### src/dsqrt_pkg.sv
// ----------------------------------------------------------------------------
// dsqrt_pkg: shared constants and tables for the decimal square root
// Field widths, port packing widths and the table of powers of one hundred.
// ----------------------------------------------------------------------------
package dsqrt_pkg;

   localparam int unsigned RAD_W              = 31;
   localparam int unsigned PLACES_W           = 3;
   localparam int unsigned ROOT_W             = 36;
   localparam int unsigned REQ_DATA_W         = 40;
   localparam int unsigned RSP_DATA_W         = 40;
   localparam int unsigned DEFAULT_MAX_PLACES = 6;

   // 100 to the power p, for p up to nine
   function automatic logic [63:0] pow100(input logic [3:0] p);
      logic [63:0] v;
      unique case (p)
         4'd0: v = 64'd1;
         4'd1: v = 64'd100;
         4'd2: v = 64'd10000;
         4'd3: v = 64'd1000000;
         4'd4: v = 64'd100000000;
         4'd5: v = 64'd10000000000;
         4'd6: v = 64'd1000000000000;
         4'd7: v = 64'd100000000000000;
         4'd8: v = 64'd10000000000000000;
         4'd9: v = 64'd1000000000000000000;
         default: v = 64'd0;
      endcase
      return v;
   endfunction

   // Bits needed to hold 100 to the power p
   function automatic int unsigned scale_bits(input int unsigned p);
      logic [63:0] v;
      v = pow100(p[3:0]);
      return $clog2(v + 64'd1);
   endfunction

endpackage

### src/dsqrt_scale.sv
// ----------------------------------------------------------------------------
// dsqrt_scale: clamp the places count and form radicand * 100^places
// Two stages: split partial products, then one wide add into the square.
// ----------------------------------------------------------------------------
module dsqrt_scale #(
   parameter int unsigned MAX_PLACES = dsqrt_pkg::DEFAULT_MAX_PLACES,
   parameter int unsigned SCALE_W    = 40,
   parameter int unsigned PAD_W      = 72
) (
   input  logic                          clock,
   input  logic                          reset,
   input  logic                          advance,
   input  logic                          in_valid,
   input  logic [dsqrt_pkg::RAD_W-1:0]    radicand,
   input  logic [dsqrt_pkg::PLACES_W-1:0] places,
   output logic                          out_valid,
   output logic [PAD_W-1:0]              out_square,
   output logic [dsqrt_pkg::PLACES_W-1:0] out_places
);
   import dsqrt_pkg::*;

   localparam int unsigned HALF_W = (SCALE_W + 1) / 2;
   localparam int unsigned HI_W   = SCALE_W - HALF_W;
   localparam int unsigned LO_P_W = RAD_W + HALF_W;
   localparam int unsigned HI_P_W = RAD_W + HI_W;

   logic [PLACES_W-1:0] places_clamped;
   logic [63:0]         scale_full;
   logic [SCALE_W-1:0]  scale;

   logic                valid_a_ff, valid_a_in;
   logic [LO_P_W-1:0]   prod_lo_ff, prod_lo_in;
   logic [HI_P_W-1:0]   prod_hi_ff, prod_hi_in;
   logic [PLACES_W-1:0] places_a_ff;

   logic                valid_b_ff, valid_b_in;
   logic [PAD_W-1:0]    square_ff, square_in;
   logic [PLACES_W-1:0] places_b_ff;

   // Saturate places into one to the maximum
   always_comb begin
      priority if (places == '0) begin
         places_clamped = PLACES_W'(1);
      end else if ({1'b0, places} > 4'(MAX_PLACES)) begin
         places_clamped = PLACES_W'(MAX_PLACES);
      end else begin
         places_clamped = places;
      end
   end

   // Look up the scale factor
   assign scale_full = pow100({1'b0, places_clamped});
   assign scale      = scale_full[SCALE_W-1:0];

   // Split multiply into two narrow partial products
   assign valid_a_in = in_valid;
   assign prod_lo_in = LO_P_W'(radicand) * LO_P_W'(scale[HALF_W-1:0]);
   assign prod_hi_in = HI_P_W'(radicand) * HI_P_W'(scale[SCALE_W-1:HALF_W]);

   // Recombine partial products
   assign valid_b_in = valid_a_ff;
   assign square_in  = PAD_W'(prod_lo_ff) + (PAD_W'(prod_hi_ff) << HALF_W);

   // Valid bits
   always_ff @(posedge clock) begin
      if (reset) begin
         valid_a_ff <= 1'b0;
         valid_b_ff <= 1'b0;
      end else if (advance) begin
         valid_a_ff <= valid_a_in;
         valid_b_ff <= valid_b_in;
      end
   end

   // Payload registers
   always_ff @(posedge clock) begin
      if (advance) begin
         prod_lo_ff  <= prod_lo_in;
         prod_hi_ff  <= prod_hi_in;
         places_a_ff <= places_clamped;
         square_ff   <= square_in;
         places_b_ff <= places_a_ff;
      end
   end

   assign out_valid  = valid_b_ff;
   assign out_square = square_ff;
   assign out_places = places_b_ff;

endmodule

### config.mk
export PLATFORM = sky130hd
export DESIGN_NAME = dsqrt_scale
export DESIGN_NICKNAME = d
export VERILOG_FILES = /design/src/dsqrt_pkg.sv /design/src/dsqrt_scale.sv
export SDC_FILE = /design/constraint.sdc
export NUM_CORES = 2
export LEC_CHECK = 0
export ABC_AREA = 0
export BUFFER_PORTS_ARGS = -buffer_cell sky130_fd_sc_hd__buf_2
export CAP_MARGIN = 20
export CORE_UTILIZATION = 40
export CTS_BUF_LIST = sky130_fd_sc_hd__clkbuf_16
export CTS_CLUSTER_DIAMETER = 120
export DETAILED_ROUTE_END_ITERATION = 8
export GPL_ROUTABILITY_DRIVEN = 0
export MAX_ROUTING_LAYER = met4
export PLACE_DENSITY = 0.62
export SLEW_MARGIN = 20
export SYNTH_ARGS = -nofsm -noshare
export SYNTH_HDL_FRONTEND = slang
export SYNTH_SLANG_ARGS = --single-unit
### constraint.sdc
create_clock -name clock -period 15.15 [get_ports clock]
set_input_delay 4.545 -clock clock [delete_from_list [all_inputs] [get_ports clock]]
set_output_delay 4.545 -clock clock [all_outputs]
set_load 0.1 [all_outputs]
==> flow_metrics.tcl <==
set metrics [dict create \
    io_pins 114 \
    irDropWorstVdd_mv 0.2260 \
    postSynth.asyncResetShare 0 \
    timing.setup.critical_path_class "primary input to register" \
    synthTopCellsByArea "sky130_fd_sc_hd__fa_1, sky130_fd_sc_hd__ha_1, sky130_fd_sc_hd__edfxtp_1, sky130_fd_sc_hd__inv_1, sky130_fd_sc_hd__and2_1" \
    layout.core_utilization 0.4300 \
    highest_layer "met4" \
    design_area_um2 45460 \
    start_util 0.4056 \
    design.die.area_um2 108500 \
    port_buffers 113 \
    grt_start_max_net_pins 73 \
    yosysSeqAreaShare 0.1270 \
    synth_top_area_cell "sky130_fd_sc_hd__fa_1" \
    hold_class "register to register" \
    post_route_setup_tns_ps 0 \
    cts_hold_repair.buffers 0 \
    post-synth-top-area-fraction 0.3637 \
    dr.pass1.iters 7 \
    period_share 0.8894 \
    nets 5885 \
    floorplan.die.width_um 329.4 \
    flow.area_growth_from_synthesis_pct 6.035 \
    placeableCoreArea_um2 105700 \
    grt_setup_unrepaired "false" \
    finalSetupViolations 0 \
    timing.max_cap.violations 0 \
    dpl_cell_area_um2 44840 \
    clock_sinks 182 \
    critPathSlowestCell "sky130_fd_sc_hd__nor2b_1" \
    die_y_um 329.4 \
    drt_iter0_markers 2149 \
    wire_per_inst_um 20.40 \
    netlist_instances 4534 \
    layout-drive-gt1-share 0.05675 \
    synthTopCellsByCount "sky130_fd_sc_hd__inv_1, sky130_fd_sc_hd__fa_1, sky130_fd_sc_hd__ha_1, sky130_fd_sc_hd__nand2_1, sky130_fd_sc_hd__and2_1" \
    cts.htree.levels 4 \
    cts_repair_resize_count 0 \
    cts_root_buffer "sky130_fd_sc_hd__clkbuf_16" \
    post_synth_cell_types 67 \
    p_leak_uw 0.02415 \
    inserted_clock_buffers 17 \
    gr-usage-all-layers 0.2380 \
    fmax_mhz 74.21 \
    finClkSkew_ps 28.80 \
    drtAntennaViolNets 0 \
    synth_top_flop_cell "sky130_fd_sc_hd__edfxtp_1" \
    antenna_found_initial 2 \
    finalHoldViolations 0 \
    worst-endpoint-required_ps 15420 \
    crit_path_max_incr_delay_ps 810 \
    synth_enable_flop_cells 180 \
    maxSlewHeadroom 0.2501 \
    n_antenna_cell 0 \
    syn_area_per_cell_um2 9.456 \
    cp-start-kind "primary input" \
    clockBufferDepth 2 \
    period_needed_ps 13480 \
    synth_seq_cells 182 \
    globalRoute.totalOverflow 0 \
    detailroute.wirelength.met2_um 56210 \
    worstMarginPinSlew_ps 1125 \
    place.detailed.hpwl_um 98160 \
    grt_pass1_wl_um 187600 \
    cts_post_setup_buffers_inserted 0 \
    crit_arrival_ps 13740 \
    failed_checks "DRC" \
    worst_skew_pair.late_latency_ps 530 \
    report.power.total_uw 9432 \
    synthMostInstantiatedCell "sky130_fd_sc_hd__inv_1" \
    detailroute.wirelength.met3_um 7847 \
    cts.clk_slew.worst_paths_ps 110 \
    detail_route.wirelength_um 120800 \
    average_via_count_per_standard_cell 5.171 \
    capturing_element_type_of_the_critical_path "register" \
    wirelength_met1_um 49810 \
    ys_warn_count 0 \
    outcome "finished, violations left" \
    mappedNetlistNets 5903 \
    syn-cell-area_um2 42870 \
    drc 9 \
    via_count 30620 \
    slew_viol_final 0 \
    tritoncts_clock_tree "done" \
    timing.critical_path.fanout_max 72 \
    power.density_nw_per_um2 207.5 \
    first_global_vias 31900 \
    placementRows 119 \
]
-- logic make-up (layout without fill, tap and decap cells) --
kind of cell               count (synthesis)  in the layout  share of synthesized area
DFF                                      182            182                     0.1270
buffers and inverters                   1379           1374                     0.1208
muxes                                      2              2                  0.0004670
xor gates and xnor gates                 160            160                    0.03269
adders and majority gates               1331           1331                     0.5248
AOI/OAI and AO/OA                        417            417                    0.06394
and+or+nand+nor                         1063           1063                     0.1303
-- sequential cells by signal (all words and copies together), names as in the netlist --
register,cells
out_square,72
prod_hi_ff,51
prod_lo_ff,51
out_places,3
places_a_ff,3
out_valid,1
valid_a_ff,1
-- routing by layer --
layer / vias up / GRT usage
li1: 13870 / -
met1: 15400 / 0.3005
met2: 1088 / 0.3681
met3: 263 / 0.04185
met4: 0 / 0.1175
met5: - / -
-- through the flow --
stage / instances / setup WS, ps / hold WS, ps
4_1_cts: 5920 / 1914 / 410.5
5_1_grt: 5920 / 1297 / 428.1
2_1_floorplan: 4534 / 2479 / 400.3
6_report: 5920 / 1675 / 407.6
3_5_place_dp: 5888 / 1392 / 404.5
3_3_place_gp: 5888 / 1546 / 402.1
-- cell type report --
class,count,area (µm²)
clock buffer,17,425.4
clock inverter,15,197.7
timing repair buffer,156,912.1
sequential,182,5445
multi-input combinational,2973,32290
tap,1391,1740
inverter,1186,4452
fill,10390,60250
-- cells in the final DEF, fill, tap and decap left out, drive strengths merged, types with 20 or more instances in the layout --
cell and count:
or2 39, edfxtp 180, nand4 26, fa 779, xnor2 94, nand2 324
xor2 66, a21o 80, and3 171, a21oi 131, nor2b 20, o21bai 21
ha 552, nand3 27, o21ai 75, and2 311, buf 155, nor2 92
inv 1192
-- worst max-delay path: cells and delay by family --
family / cells / cell delay (ps)
compound gates: 6 / 1500
buf+inv: 10 / 1830
fa+ha+maj: 8 / 3790
simple gates: 5 / 1910
xor+xnor: 1 / 120
-- path summary, 6_finish.rpt --
path             startpoint             end  slack [ps]  depth (start not counted)
max reg2reg  prod_lo_ff[20]  out_square[58]       10830                         13
max               places[2]  prod_hi_ff[48]        1670                         30
min           prod_lo_ff[8]   out_square[8]         410                          0
min reg2reg   prod_lo_ff[8]   out_square[8]         410                          0
-- where the power goes --
| part | internal, µW | switching, µW | total, µW |
|---|---|---|---|
| registers | 1060 | 91.4 | 1150 |
| clock network | 226 | 283 | 509 |
| logic | 2710 | 5060 | 7770 |
| total | 4000 | 5430 | 9430 |
Note: power is estimated with default switching activity, not from simulation.
