$ cat src/dsqrt_pkg.sv
// ----------------------------------------------------------------------------
// dsqrt_pkg: shared constants and tables for the decimal square root
// Field widths, port packing widths and the table of powers of one hundred.
// ----------------------------------------------------------------------------
package dsqrt_pkg;

   localparam int unsigned RAD_W              = 31;
   localparam int unsigned PLACES_W           = 3;
   localparam int unsigned ROOT_W             = 36;
   localparam int unsigned REQ_DATA_W         = 40;
   localparam int unsigned RSP_DATA_W         = 40;
   localparam int unsigned DEFAULT_MAX_PLACES = 6;

   // 100 to the power p, for p up to nine
   function automatic logic [63:0] pow100(input logic [3:0] p);
      logic [63:0] v;
      unique case (p)
         4'd0: v = 64'd1;
         4'd1: v = 64'd100;
         4'd2: v = 64'd10000;
         4'd3: v = 64'd1000000;
         4'd4: v = 64'd100000000;
         4'd5: v = 64'd10000000000;
         4'd6: v = 64'd1000000000000;
         4'd7: v = 64'd100000000000000;
         4'd8: v = 64'd10000000000000000;
         4'd9: v = 64'd1000000000000000000;
         default: v = 64'd0;
      endcase
      return v;
   endfunction

   // Bits needed to hold 100 to the power p
   function automatic int unsigned scale_bits(input int unsigned p);
      logic [63:0] v;
      v = pow100(p[3:0]);
      return $clog2(v + 64'd1);
   endfunction

endpackage

$ cat src/dsqrt_cell.sv
// ----------------------------------------------------------------------------
// dsqrt_cell: one root bit of the digit recurrence
// Takes the next two square bits, tries root*4+1 against the remainder,
// and hands remainder, root and the remaining bits to the next cell.
// ----------------------------------------------------------------------------
module dsqrt_cell #(
   parameter int unsigned ROOT_N = 36,
   parameter int unsigned PAD_W  = 2 * ROOT_N,
   parameter int unsigned REM_W  = ROOT_N + 2
) (
   input  logic                          clock,
   input  logic                          reset,
   input  logic                          advance,
   input  logic                          in_valid,
   input  logic [REM_W-1:0]              in_rem,
   input  logic [ROOT_N-1:0]             in_root,
   input  logic [PAD_W-1:0]              in_bits,
   input  logic [dsqrt_pkg::PLACES_W-1:0] in_places,
   output logic                          out_valid,
   output logic [REM_W-1:0]              out_rem,
   output logic [ROOT_N-1:0]             out_root,
   output logic [PAD_W-1:0]              out_bits,
   output logic [dsqrt_pkg::PLACES_W-1:0] out_places
);
   import dsqrt_pkg::*;

   localparam int unsigned TRY_W = REM_W + 2;

   logic [TRY_W-1:0]    partial;
   logic [TRY_W-1:0]    trial;
   logic [TRY_W-1:0]    diff;
   logic                take;

   logic                valid_ff, valid_in;
   logic [REM_W-1:0]    rem_ff, rem_in;
   logic [ROOT_N-1:0]   root_ff, root_in;
   logic [PAD_W-1:0]    bits_ff, bits_in;
   logic [PLACES_W-1:0] places_ff;

   // Compare shifted remainder against root*4+1
   assign partial = {in_rem, in_bits[PAD_W-1 -: 2]};
   assign trial   = TRY_W'({in_root, 2'b01});
   assign diff    = partial - trial;
   assign take    = (partial >= trial);

   // Next remainder, root and bits
   assign valid_in = in_valid;
   assign rem_in   = take ? diff[REM_W-1:0] : partial[REM_W-1:0];
   assign root_in  = {in_root[ROOT_N-2:0], take};
   assign bits_in  = in_bits << 2;

   always_ff @(posedge clock) begin
      if (reset) begin
         valid_ff <= 1'b0;
      end else if (advance) begin
         valid_ff <= valid_in;
      end
   end

   always_ff @(posedge clock) begin
      if (advance) begin
         rem_ff    <= rem_in;
         root_ff   <= root_in;
         bits_ff   <= bits_in;
         places_ff <= in_places;
      end
   end

   assign out_valid  = valid_ff;
   assign out_rem    = rem_ff;
   assign out_root   = root_ff;
   assign out_bits   = bits_ff;
   assign out_places = places_ff;

endmodule

$ cat config.mk
export PLATFORM = sky130hd
export DESIGN_NAME = dsqrt_cell
export DESIGN_NICKNAME = d
export VERILOG_FILES = /design/src/dsqrt_pkg.sv /design/src/dsqrt_cell.sv
export SDC_FILE = /design/constraint.sdc
export NUM_CORES = 1
export LEC_CHECK = 0
export BUFFER_PORTS_ARGS = -buffer_cell sky130_fd_sc_hd__buf_4
export CORE_AREA = 4 4 142 144
export CTS_CLUSTER_DIAMETER = 30
export DETAILED_ROUTE_END_ITERATION = 8
export DIE_AREA = 0 0 146 148
export HOLD_SLACK_MARGIN = 0.12
export PLACE_DENSITY_LB_ADDON = 0.05
export SLEW_MARGIN = 20
export SYNTH_ARGS = -nofsm -noshare
export SYNTH_HDL_FRONTEND = slang
export SYNTH_SLANG_ARGS = --single-unit
$ cat constraint.sdc
create_clock -name clock -period 3.5 [get_ports clock]
set_clock_uncertainty 0.05 [all_clocks]
set_input_delay 0.7 -clock clock [delete_from_list [all_inputs] [get_ports clock]]
set_output_delay 0.7 -clock clock [all_outputs]
set_load 0.02 [all_outputs]
==> summary.txt, run 1 <==
Global route
  – Antenna violations before repair: 0
  – Number of global-route vias before repair: 6117
  – Grt total ovfl: 0
  – All-Layer GR Usage: 19.60%
  – First-pass GRT wire length: 33240 um
  – Largest net degree at the start of global routing: 61

Clocking
  – Postcts setup bufs: 0
  – Cts hold-fix bufs: 0
  – Htree depth: 4
  – Clk Latency, worst-skew pair: 0.42 ns
  – TritonCTS Buffers: 17
  – Clk slew on worst S/H paths: 0.07 ns
  – Resized Gates After CTS: 0
  – Num Clock Sinks: 148
  – CTS tree: yes
  – Clk buf depth: 2
  – Root buf cell: clkbuf_16

Floorplanning
  – Core area: 18710 sq um
  – Row count: 50
  – Starting Density: 40.06%
  – DIE AREA: 21610 sq um
  – IO Count: 303
  – Die height: 148 um
  – Die Wd: 146 um

Placement
  – Buffers added on ports: 300
  – DP Wirelength: 17320 um
  – GP Congestion: 0.8826

Hold path
  – HP Start: reset
  – HP Class: input pin to flip-flop
  – Hold Path Depth: 2

Timing
  – Hold slack final: 0.3936 ns
  – Setup TNS: 0 ns
  – Worst-Margin Slew: 0.6305 ns
  – Final Cycle Share: 86.32%
  – Min cycle time layout: 3.021 ns
  – Headroom to the max-slew limit: 57.96%
  – Fin. Hold Viols: 0
  – # setup viols final: 0
  – Fmax: 0.3310 GHz
  – Slew Limit Fails: 0
  – RSZ-0062 raised after global routing: no

Drt
  – Vias per std cell: 5.059
  – Vias: 5899
  – Iteration count of the initial detailed-routing pass: 5
  – DRT antenna net count: 0
  – Starting DRT DRC Count: 257
  – Wirelength per Cell: 18.83 um
  – Drc violations: 0
  – Final WL: 21950 um

Setup path
  – Reg2Reg Launch Point: out_valid$_SDFFE_PP0P_
  – Worst Path Required: 3.62 ns
  – Cell Chain, Critical Path: buf_4 > ha_1 > a2111oi_0 > o21ai_1 > and2_4 > a311oi_4 > o31ai_4 > a211oi_2 > xnor2_1 > mux2_4
  – Reg-to-reg endpoint: out_valid$_SDFFE_PP0P_
  – Critical path's largest stage delay: 0.43 ns
  – Setup crit end: out_rem[35]$_DFFE_PP_
  – R2R setup slack: 2.85 ns
  – CP arrival: 3.14 ns
  – Crit path launch type: input pin
  – Crit-path max FO: 8
  – Reg2reg path depth: 2
  – Critical path capture point type: flip-flop
  – Crit path max-delay cell type: a2111oi_0
  – Setup Crit Path Kind: input pin to flip-flop
  – CP Launch Point: in_rem[4]

Outcome
  – Status: finished clean

Cells and area
  – Final Net Count: 1110
  – Diodes inserted: 0
  – Reg area: 4434 sq um
  – Synth-to-Final Area Change: 44.26%
  – Layout cell share with drive strength beyond 1: 45.28%
  – Fillers: 1603
  – Fin util: 57.79%
  – Multi-input gate area: 2743 sq um

Yosys
  – Area leader, netlist: edfxtp_1
  – Gate Count Post-Synth: 577
  – Ys async rst share: 0%
  – Commonest cells post-synth: edfxtp_1 (147), inv_1 (51), a21oi_1 (43)
  – Share of the synthesized area in the top cell type: 58.91%
  – Ranking of synthesized cells by area: edfxtp_1 (59%), ha_1 (6.3%), mux2_2 (4.4%)
  – Number of synthesized register bits: 148
  – Avg Synthesized Cell Area: 12.99 sq um
  – Ys Warns: 0
  – Post-synth EDFFs: 147
  – Top-count cell post-synth: edfxtp_1
  – Synthesized area: 7493 sq um
  – Register area share after synthesis: 59.18%
  – Most common flop cell mapped by yosys: edfxtp_1
  – Yosys cell types: 72

Run
  – MaxCap Viol Count: 0

Power and ir drop
  – Pleak: 4.779 nW
  – Power density over the cells: 496.9 nW/um^2
  – Peak VDD IR: 0.4031 mV
==> worst max-delay path, delay by kind of cell <==
kind | cells | cell delay, ns
compound gates | 5 | 1.41
fa+ha+maj | 1 | 0.39
mux | 1 | 0.26
simple gates | 1 | 0.18
buf+inv | 1 | 0.11
xor+xnor | 1 | 0.09
==> cells by family after synthesis <==
kind of cell,count (synthesis),share of synthesized area (%)
other,1,0.05004
AND/OR/NAND/NOR,120,8.015
AO/OA/AOI/OAI,135,12.47
flip-flops,148,59.18
XOR/XNOR,30,3.506
multiplexers,39,6.161
buffers and inverters,66,4.274
adder cells (fa/ha/maj),38,6.345
==> worst min path at each step <==
stage / slack [ns] / end
after floorplan: 0.53 / out_valid$_SDFFE_PP0P_
after global placement: 0.44 / out_valid$_SDFFE_PP0P_
after detailed placement: 0.48 / out_valid$_SDFFE_PP0P_
after CTS: 0.38 / out_valid$_SDFFE_PP0P_
after global routing: 0.38 / out_valid$_SDFFE_PP0P_
final: 0.39 / out_valid$_SDFFE_PP0P_
==> metal layers <==
metal  up-vias  GRT usage [%]  share of wire, %
li1       2847              -                 -
met1      2793          23.21                40
met2       241          34.98                51
met3        18          5.395               7.6
met4         0          5.786               1.1
met5         -              0                 0
==> metrics by stage <==
| step | setup WS, ns | total power [mW] | cells | cell area (sq um) |
|---|---|---|---|---|
| 2_1_floorplan | 0.3065 | 3.012 | 578 | 7497 |
| 3_3_place_gp | 0.1029 | 3.636 | 1134 | 10240 |
| 3_5_place_dp | 0.03683 | 3.650 | 1134 | 10240 |
| 4_1_cts | 0.4775 | 5.428 | 1166 | 10810 |
| 5_1_grt | 0.2391 | 5.608 | 1166 | 10810 |
| 6_report | 0.4787 | 5.372 | 1166 | 10810 |
==> registers in the layout, indices dropped and copies added (netlist names) <==
name        cells
out_places      3
out_valid       1
out_rem        38
out_root       36
out_bits       70
==> layout make-up <==
cell class / count / area share, %
clock inverters: 14 / 1.262
well taps: 234 / 2.708
repair buffers: 337 / 23.90
clock buffers: 18 / 3.970
flip-flops and latches: 148 / 41.02
inverters: 51 / 1.771
multi-input cells: 364 / 25.37
==> layout by cell type (no fill, tap or decap), types with 5 or more instances in the layout <==
cell | Yosys | routed
buf_4 | 6 | 332
edfxtp_1 | 147 | 147
inv_1 | 51 | 51
a21oi_1 | 43 | 43
ha_1 | 38 | 38
nor2_1 | 31 | 31
mux2_2 | 29 | 29
nand2_1 | 28 | 28
o21ai_0 | 26 | 26
xnor2_1 | 19 | 19
clkbuf_16 | 0 | 17
a21o_1 | 15 | 15
nand3_1 | 13 | 13
nor3_1 | 12 | 12
xor2_1 | 11 | 11
nand2b_1 | 8 | 8
mux2_4 | 7 | 7
nand4_1 | 6 | 6
o21bai_1 | 5 | 5
clkinv_4 | 0 | 5
==> power by group <==
group,switching [mW],internal [mW]
sequential,0.0533,2.17
clock,0.822,0.942
combinational,0.731,0.653
(Power assumes the default switching activity.)
==> run 2, diff against run 1 <==
--- a/config.mk
+++ b/config.mk
@@ -5,11 +5,12 @@
 export SDC_FILE = /design/constraint.sdc
 export NUM_CORES = 1
 export LEC_CHECK = 0
+export ABC_AREA = 1
 export BUFFER_PORTS_ARGS = -buffer_cell sky130_fd_sc_hd__buf_4
-export CORE_AREA = 4 4 142 144
+export CORE_AREA = 4 4 147 149
 export CTS_CLUSTER_DIAMETER = 30
 export DETAILED_ROUTE_END_ITERATION = 8
-export DIE_AREA = 0 0 146 148
+export DIE_AREA = 0 0 151 153
 export HOLD_SLACK_MARGIN = 0.12
 export PLACE_DENSITY_LB_ADDON = 0.05
 export SLEW_MARGIN = 20
==> constraint.sdc (replaced) <==
create_clock -name clock -period 3.5 [get_ports clock]
set_clock_uncertainty 0.05 [all_clocks]
set_input_delay 0.175 -clock clock [delete_from_list [all_inputs] [get_ports clock]]
set_output_delay 0.175 -clock clock [all_outputs]
set_load 0.02 [all_outputs]
==> run 2 against run 1 <==
Flip-flop and latch count did not move; combinational power rose by 3%; sequential share of layout area fell by 5.7 points; sequential power barely moved; highest routed layer unchanged; largest power group unchanged; hold slack got worse by 0.19 ns; count of clock-buffer cells in the layout did not move; clock power barely moved; largest cell class unchanged; critical path type unchanged.
==> summary.txt, run 2 <==
Outcome
  – Status: finished clean

Run
  – MaxCap Viol Count: 0 (unchanged)

Yosys
  – Adder-cell share of the synthesized area: 5.959% (-0.39 points)
  – Ranking of synthesized cells by area: edfxtp_1 (55%), nand2_1 (17%), inv_1 (7.2%)
  – Area leader, netlist: edfxtp_1
  – Register area share after synthesis: 55.57% (-3.6 points)
  – Yosys cell types: 29 (-60%)
  – Synthesized area: 7979 sq um (+6.5%)
  – Avg Synthesized Cell Area: 8.787 sq um (-32%)
  – Number of synthesized register bits: 148 (unchanged)
  – Gate Count Post-Synth: 908 (+57%)
  – Post-Synth Simple-Gate Area: 25.00% (+17 points)
  – Post-synthesis mux area share: 0.1255% (-6.0 points)
  – Share of the synthesized area in the top cell type: 55.32% (-3.6 points)
  – Ys Warns: 0 (unchanged)
  – Compound-Gate Fraction of Synth Area: 2.478% (-10 points)
  – Post-synth EDFFs: 147 (unchanged)
  – Ys async rst share: 0% (unchanged)
  – Top-count cell post-synth: nand2_1
  – XOR/XNOR Fraction of Synth Area: 2.305% (-1.2 points)
  – Most common flop cell mapped by yosys: edfxtp_1
  – Main combinational cell family by area after synthesis: simple AND/OR/NAND/NOR gates
  – Commonest cells post-synth: nand2_1 (352), inv_1 (154), edfxtp_1 (147)

Cells and area
  – Reg area: 4434 sq um (unchanged)
  – Layout cell share with drive strength beyond 1: 24.98% (-20 points)
  – Fillers: 1766 (+10%)
  – Commonest non-fill, non-tap cell in the layout: nand2_1
  – Fin util: 62.31% (+4.5 points)
  – Final Net Count: 1559 (+40%)
  – Multi-input gate area: 2869 sq um (+4.6%)
  – Synth-to-Final Area Change: 57.52%
  – Largest register FFs: 70 (unchanged)
  – Commonest cells after routing, fill and taps aside: nand2_1 (352), buf_4 (301), inv_1 (154), dlygate4sd3_1 (147), edfxtp_1 (147)
  – Non-Filler Instances: 1652 (+42%)
  – Post-route cell area: 12570 sq um (+16%)

Drt
  – Drc violations: 0 (unchanged)
  – Top routing layer in use: met4
  – DR WL met2: 13090 um (+16%)
  – Iteration count of the initial detailed-routing pass: 6 (+1)
  – Starting DRT DRC Count: 433 (+68%)
  – Vias per std cell: 4.459 (-12%)
  – Wirelength per Cell: 15.61 um (-17%)
  – Final WL: 25780 um (+17%)
  – Vias: 7367 (+25%)
  – DRT antenna net count: 0 (unchanged)
  – Routed wl met3: 1606 um (-3.4%)
  – Routed length on met1: 10570 um (+20%)

Floorplanning
  – IO Count: 303 (unchanged)
  – Die height: 153 um (+3.4%)
  – Row count: 52 (+4.0%)
  – Core area: 20170 sq um (+7.8%)
  – Die Wd: 151 um (+3.4%)
  – Starting Density: 39.56% (-0.50 points)
  – DIE AREA: 23100 sq um (+6.9%)

Timing
  – # setup viols final: 0 (unchanged)
  – Fmax: 0.3648 GHz (+10%)
  – Setup TNS: 0 ns (unchanged)
  – Slew Limit Fails: 0 (unchanged)
  – Worst-Margin Slew: 0.7457 ns (+0.1152 ns)
  – RSZ-0062 raised after global routing: no
  – Hold slack final: 0.2001 ns (-0.1936 ns)
  – Min cycle time layout: 2.741 ns (-0.2800 ns)
  – Headroom to the max-slew limit: 50.28% (-7.7 points)
  – Final Cycle Share: 78.32% (-8.0 points)
  – Final WS setup: 0.7587 ns (+0.2800 ns)
  – Fin. Hold Viols: 0 (unchanged)

Setup path
  – Cell Chain, Critical Path: dlygate4sd3_1 > buf_4 > inv_1 > ha_1 > nand2_1 > nor2_1 > nand2_1 > clkinv_1 > nand3_1 > nand3_2 > nand2_1 > nand2_4 > inv_4 > nand2_1 > nand2_1
  – Crit path launch type: input pin
  – Crit path max-delay cell type: dlygate4sd3_1
  – Crit-path max FO: 36 (+28)
  – Setup Crit Path Kind: input pin to flip-flop
  – Buf/Inv on CP: 5 (+4)
  – CP arrival: 2.87 ns (-0.27 ns)
  – CP most frequent cell: nand2_1
  – Critical path's largest stage delay: 0.57 ns (+0.14 ns)
  – CP top delay family: simple AND/OR/NAND/NOR gates
  – Worst Path Required: 3.63 ns (about the same)
  – Critical path capture point type: flip-flop

Power and ir drop
  – Clk network pwr share: 33.0% (+0.2 points)
  – Sequential share of power: 40.9% (-0.5 points)
  – Peak VDD IR: 0.3288 mV (-18%)
  – Sw Ratio: 31.18% (+1.3 points)
  – Int Power: 3.725 mW (-1.1%)
  – Power density over the cells: 430.7 nW/um^2 (-13%)
  – Overall power: 5.413 mW (+0.76%)
  – Pleak: 6.167 nW (+29%)
  – Combinational fraction of design power: 26.2% (+0.4 points)
  – Switching power total: 1.688 mW (+5.1%)

Clocking
  – TritonCTS Buffers: 17 (unchanged)
  – Root buf cell: clkbuf_16
  – Clk slew on worst S/H paths: 0.07 ns (about the same)
  – Htree depth: 4 (unchanged)
  – Clk buf depth: 2 (unchanged)
  – Clk Latency, worst-skew pair: 0.42 ns (about the same)
  – CTS tree: yes
  – Postcts setup bufs: 0 (unchanged)
  – Num Clock Sinks: 148 (unchanged)

Global route
  – First-pass GRT wire length: 39940 um (+20%)
  – Antenna violations before repair: 1 (+1)
  – Number of global-route vias before repair: 7597 (+24%)
  – Grt total ovfl: 0 (unchanged)
  – Largest net degree at the start of global routing: 76 (+25%)
  – All-Layer GR Usage: 22.12% (+2.5 points)

Placement
  – DP Wirelength: 19340 um (+12%)
  – GP Congestion: 0.9361 (+6.1%)
  – Worst slack at placement: 0.8878 ns (+0.8510 ns)
  – Post-Place Cells: 1472 (+30%)
  – Buffers added on ports: 300 (unchanged)
  – Post-placement cell area: 10520 sq um (+2.7%)

Hold path
  – HP Class: input pin to flip-flop
run 2: cell types whose count changed in the layout (fill, tap and decap cells not counted), sizes merged, moves of 9 or more:
cell	previous run	this run
nand2	28	355
dlygate4sd3	0	147
inv	58	164
nor2	31	77
mux2	36	0
buf	337	303
nand3	13	44
a21oi	45	25
o21ai	27	7
a21o	18	0
xnor2	19	1
xor2	11	20
run 2: layout make-up:
| type | instances | area share, % |
|---|---|---|
| sequential | 148 | 35.28 |
| timing repair buffer | 450 | 29.94 |
| multi-input combinational | 594 | 22.83 |
| inverter | 157 | 4.709 |
| clock buffer | 18 | 3.415 |
| tap | 270 | 2.688 |
| clock inverter | 14 | 1.125 |
| antenna | 1 | 0.01991 |
run 2: layer usage:
| layer | up-vias | track usage, % |
|---|---|---|
| met5 | - | 0 |
| li1 | 3791 | - |
| met4 | 0 | 6.649 |
| met1 | 3325 | 26.53 |
| met3 | 25 | 4.412 |
| met2 | 226 | 39.71 |
run 2: cell families (layout without fill, tap and decap cells):
| kind of cell | after synthesis | count (layout) |
|---|---|---|
| xor+xnor | 21 | 21 |
| flops | 148 | 148 |
| buf+inv | 167 | 639 |
| other cells | 1 | 3 |
| mux | 1 | 1 |
| compound gates | 37 | 37 |
| simple gates | 495 | 495 |
| fa+ha+maj | 38 | 38 |
run 2: timing repair:
action	4_1_cts	5_1_grt
gates resized for setup	0	0
hold buffers	147	0
endpoints found under the hold margin	146	0
run 2: worst min-delay path, stage by stage:
cell and delay [ns]:
buf_4 0.09, inv_1 0.07, o21ai_0 0.22
run 2: worst paths after layout:
path | end | cells after the start | slack [ns] | from
worst max-delay path | out_rem[9]$_DFFE_PP_ | 15 | 0.76 | in_root[14]
worst min-delay path | out_rem[1]$_DFFE_PP_ | 3 | 0.20 | in_bits[71]
worst max register to register | out_valid$_SDFFE_PP0P_ | 3 | 2.31 | out_valid$_SDFFE_PP0P_
worst min register to register | out_valid$_SDFFE_PP0P_ | 3 | 1.00 | out_valid$_SDFFE_PP0P_
run 2: power groups by stage:
stage                     Clock (mW)  Combinational, mW  Sequential, mW
after global routing            1.91               1.55            2.23
after global placement             0               1.27            2.25
after floorplan                    0              0.464            2.47
after CTS                       1.83               1.42            2.21
final                           1.78               1.42            2.21
after detailed placement           0               1.28            2.25
